### src/design/stks_pkg.sv
// Package for the sorted triple key search unit.
// Holds widths, the controller state type and the command/status structs.
// No dependencies.
`default_nettype none

package stks_pkg;

    // Table geometry
    localparam int TABLE_DEPTH = 4096;
    localparam int ADDR_W      = $clog2(TABLE_DEPTH);
    localparam int LEN_W       = ADDR_W + 1;

    // Key fields, packed state | rule | position
    localparam int STATE_W = 12;
    localparam int RULE_W  = 12;
    localparam int POS_W   = 8;
    localparam int KEY_W   = STATE_W + RULE_W + POS_W;

    // Configuration registers
    localparam int CFG_W     = 13;
    localparam int CFG_IDX_W = 1;
    localparam logic [CFG_IDX_W-1:0] REG_TABLE_LENGTH = 1'b0;
    localparam logic [CFG_IDX_W-1:0] REG_STATE_COUNT  = 1'b1;

    // Interpolated guess: len * (2*state+1) / (2*count)
    localparam int MUL_B_W    = STATE_W + 1;
    localparam int PROD_W     = LEN_W + MUL_B_W;
    localparam int DEN_W      = CFG_W + 1;
    localparam int DIV_CYCLES = PROD_W / 2;
    localparam int DIV_CNT_W  = $clog2(DIV_CYCLES);

    // Input command codes
    localparam logic CMD_LOAD   = 1'b0;
    localparam logic CMD_SEARCH = 1'b1;

    typedef enum logic [2:0] {
        ST_IDLE,
        ST_MUL,
        ST_DIV,
        ST_GUESS,
        ST_PROBE,
        ST_RESULT
    } stks_state_t;

    // Controller to datapath
    typedef struct packed {
        logic load;       // write the key into the table
        logic search;     // latch key and lengths for a new search
        logic mul;        // form the guess numerator
        logic div_step;   // two quotient bits
        logic guess;      // clamp the guess and start the first read
        logic probe;      // compare one entry, narrow the range
    } stks_cmd_t;

    // Datapath to controller
    typedef struct packed {
        logic len_zero;   // effective table length is zero
        logic probe_done; // hit, or range exhausted
    } stks_status_t;

endpackage

`default_nettype wire

### src/design/stks_ctrl.sv
// Controller for the sorted triple key search unit.
// Sequences accept, multiply, divide, guess and probe steps. Depends on stks_pkg.
`default_nettype none

module stks_ctrl
    import stks_pkg::*;
(
    input  wire logic         clk,
    input  wire logic         rst_n,
    input  wire logic         start,
    input  wire logic         command,
    input  wire stks_status_t status,
    output stks_cmd_t         cmd,
    output logic              busy,
    output logic              done
);

    stks_state_t            state_reg, state_next;
    logic [DIV_CNT_W-1:0]   div_cnt_reg, div_cnt_next;
    logic                   accept;
    logic                   div_last;

    assign accept   = start && (state_reg == ST_IDLE);
    assign div_last = (div_cnt_reg == DIV_CNT_W'(DIV_CYCLES - 1));

    // State and divide counter registers
    always_ff @(posedge clk or negedge rst_n)
    begin
        if (!rst_n)
        begin
            state_reg   <= ST_IDLE;
            div_cnt_reg <= '0;
        end
        else
        begin
            state_reg   <= state_next;
            div_cnt_reg <= div_cnt_next;
        end
    end

    // Next state
    always_comb
    begin
        state_next   = state_reg;
        div_cnt_next = div_cnt_reg;
        unique case (state_reg)
            ST_IDLE:
            begin
                div_cnt_next = '0;
                if (accept && (command == CMD_SEARCH))
                begin
                    if (status.len_zero)
                        state_next = ST_RESULT;
                    else
                        state_next = ST_MUL;
                end
            end
            ST_MUL:
            begin
                state_next = ST_DIV;
            end
            ST_DIV:
            begin
                div_cnt_next = div_cnt_reg + 1'b1;
                if (div_last)
                    state_next = ST_GUESS;
            end
            ST_GUESS:
            begin
                state_next = ST_PROBE;
            end
            ST_PROBE:
            begin
                if (status.probe_done)
                    state_next = ST_RESULT;
            end
            ST_RESULT:
            begin
                state_next = ST_IDLE;
            end
            default:
            begin
                state_next = ST_IDLE;
            end
        endcase
    end

    // Outputs
    always_comb
    begin
        cmd          = '0;
        cmd.load     = accept && (command == CMD_LOAD);
        cmd.search   = accept && (command == CMD_SEARCH);
        cmd.mul      = (state_reg == ST_MUL);
        cmd.div_step = (state_reg == ST_DIV);
        cmd.guess    = (state_reg == ST_GUESS);
        cmd.probe    = (state_reg == ST_PROBE);
        busy         = (state_reg != ST_IDLE);
        done         = (state_reg == ST_RESULT);
    end

endmodule

`default_nettype wire

### config.mk
export PLATFORM = sky130hd
export DESIGN_NAME = stks_ctrl
export DESIGN_NICKNAME = d
export VERILOG_FILES = /design/src/design/stks_pkg.sv /design/src/design/stks_ctrl.sv
export SDC_FILE = /design/constraint.sdc
export NUM_CORES = 1
export LEC_CHECK = 0
export ABC_AREA = 0
export BUFFER_PORTS_ARGS = -buffer_cell sky130_fd_sc_hd__buf_2
export CORE_AREA = 4 4 41 43
export CTS_CLUSTER_DIAMETER = 30
export CTS_CLUSTER_SIZE = 25
export DETAILED_ROUTE_END_ITERATION = 16
export DIE_AREA = 0 0 45 47
export HOLD_SLACK_MARGIN = 0.1
export SLEW_MARGIN = 25
export SYNTH_ARGS = -nofsm -noshare
export SYNTH_HDL_FRONTEND = slang
export SYNTH_SLANG_ARGS = --single-unit
### constraint.sdc
create_clock -name clk -period 2.75 [get_ports clk]
set_clock_uncertainty 0.1 [all_clocks]
set_input_delay 0.275 -clock clk [delete_from_list [all_inputs] [get_ports clk]]
set_output_delay 0.275 -clock clk [all_outputs]
set_load 0.01 [all_outputs]
==> impl_metrics.ini <==
[worst_setup_path]
cp_slowest_cell = dfrtp_1
path_max_fanout = 13
required_ns = 2.38
cp_cell_sequence = or3_4 > nor3b_2 > buf_2
r2r_start = state_reg[2]
crit_type = reg -> out
arrival_ns = 1.51
start_kind = flip-flop
worst_setup_path_end_kind = output port
cp_slowest_stage_delay_ns = 0.51
worstSetupStartpoint = state_reg[2]

[sta]
fmax_mhz = 530
slew-limit-headroom_pct = 73.4
rsz0062_at_grt = no
finalSetupViolCount = 0
hold_viol = 0
tightest_slew_ns = 0.398
period_needed_ns = 1.89
drv_slew = 0
finalSetupTns_ns = 0
period_share_pct = 68.6
layout_setup_ws_ns = 0.864

[pwr]
powerDensity_mw_per_mm2 = 909
ir_drop_v = 0.000446
leakage_nw = 0.284

[synthesis]
synth_adder_area_share_pct = 5.42
netlist.area_leader.share_pct = 37.9
yosys.area_share.xor_xnor_pct = 1.90
synth_edf_count = 0
syn_inst = 47
synth_seq_area_share_pct = 37.9
synthArstFlopShare_pct = 100
syn-num-nets = 55
synth.distinct_cells = 28
synthTopCellsByArea = dfrtp_1 38%, ha_1 5.4%, buf_6 4.9%, and3b_2 4.3%, a21o_1 3.3%
synth-seq-cells = 7
synth_compound_area_share_pct = 14.9
yosys.area_share.simple_pct = 29.0
yosysTopAreaCell = dfrtp_1
synth_warnings = 0
synth_common_cells = 7 x dfrtp_1, 3 x inv_1, 3 x nand2_1, 3 x nor2_1
synth_ff_type = dfrtp_1
synth_most_common_cell = dfrtp_1
syn_area_um2 = 462
synth.avg_cell_area_um2 = 9.82
yosys-mux-area-fraction_pct = 2.44
synth_top_family_by_area = simple AND/OR/NAND/NOR gates

[worst_hold_path]
min_from = status[0]
hold_class = in -> reg

[global_routing]
grt_usage_pct = 9.94
met2_usage_pct = 12.7
antenna_found_initial = 0
grtUsageMet3_pct = 4.98
met1_usage_pct = 12.0
grt_max_degree = 14
top_usage_layer = met2
grt_first_pass_wirelength_um = 1420
grt_pass1_vias = 332
grt_overflow_total = 0

[clock_network]
cts_sinks = 7
root_buffer = clkbuf_4
clk-insertion-delay-late_ns = 0.25
clk_path_buf_depth = 2
cts_tree = done
cts_buffers = 3
cts_max_level = 1
cts_setup_buffers = 0
clkTransAtPathRegs_ns = 0.05

[drt]
drc = 0
wl_per_cell_um = 11.6
vias = 373
drt_iter0_drc = 0
drt-total-wl_um = 894
ant_nets = 0
first_pass_iters = 1
via_per_inst = 4.84

[final_layout]
diodes = 0
largest_register_ffs = 4
drive_gt1_share_pct = 37.1
seq_area_um2 = 175
finalNonFillerCells = 77
post-route-util_pct = 42.6
synthToLayoutAreaGrowth_pct = 20.1
multiInputGateArea_um2 = 248
final_nets = 71
num-fill-cells = 145

[status]
status = finished, final reports clean

[floorplan]
start_util_pct = 35.5
core_mm2 = 0.00130
rows = 13
io_pins = 14
die_y_um = 47
dieArea_mm2 = 0.00212
die_x_um = 45

[place]
place_ws_ns = 1.13
numPortBuffers = 13
dpl.hpwl_um = 671
dp_cells = 72
gp_congestion = 0.766

[job]
drv_cap = 0
-- worst max-delay path: cells and delay by family, from the launching register on --
kind                   cells  cell delay [ns]
buffers and inverters      1             0.15
flip-flops                 1             0.51
AND/OR/NAND/NOR            2             0.61
-- per-stage QoR --
step / instance area, um2 / power (mW) / hold WS [ns]
6_report: 554 / 0.504 / 0.185
3_5_place_dp: 518 / 0.416 / 0.0183
5_1_grt: 554 / 0.554 / 0.216
4_1_cts: 554 / 0.513 / 0.176
3_3_place_gp: 518 / 0.411 / 0.0181
2_1_floorplan: 462 / 0.371 / -0.121
-- cell usage in the layout (no fill, tap or decap), drive strengths merged --
cell          n
ha            2
nor3          1
nor3b         2
a31oi         1
or2           1
nor2          4
nand2         3
o21ai         2
inv           3
or3           1
and2          1
mux2          1
clkbuf        4
nand4         1
a21o          2
dfrtp         7
xnor2         1
nand3b        2
o21a          1
a22o          1
nand3         2
and3b         2
o31ai         1
a21oi         1
dlygate4sd3   1
a31o          1
buf          13
-- final cells by class --
cell class	instances	area share (%)
clock buffer	4	4.74
tap	15	3.39
timing repair buffer	14	13.5
multi-input combinational	34	44.7
sequential	7	31.6
inverter	3	2.03
-- worst paths after layout --
| path | end | slack [ns] | cells past startpoint |
|---|---|---|---|
| max reg2reg | div_cnt_reg[2] | 1.41 | 3 |
| min | state_reg[0] | 0.18 | 3 |
| min in group asynchronous | div_cnt_reg[0] | 0.29 | 2 |
| min reg2reg | div_cnt_reg[3] | 0.43 | 1 |
| max in group asynchronous | state_reg[2] | 2.11 | 2 |
| max | cmd[5] | 0.86 | 3 |
-- cell families after synthesis --
kind of cell | Yosys count
buf+inv | 6
xor+xnor | 1
mux | 1
simple gates | 20
fa+ha+maj | 2
compound gates | 10
flops | 7
-- per-layer routing --
| layer | share of wire [%] | wire (um) |
|---|---|---|
| met2 | 46 | 415 |
| met3 | 4.3 | 38 |
| met1 | 45 | 406 |
| met4 | 3.8 | 34 |
| met5 | 0 | 0 |
-- report_power, final --
| part | switching, mW | leakage [nW] | internal (mW) |
|---|---|---|---|
| sequential | 0.0704 | 0.0938 | 0.132 |
| clock | 0.0362 | 0.0150 | 0.0553 |
| combinational | 0.0971 | 0.176 | 0.112 |
-- what timing repair did --
action | in CTS | in global routing
endpoints found under the hold margin | 7 | 0
resized for setup | 0 | 0
hold buffers | 1 | 0
Note: power is estimated with default switching activity, not from simulation.
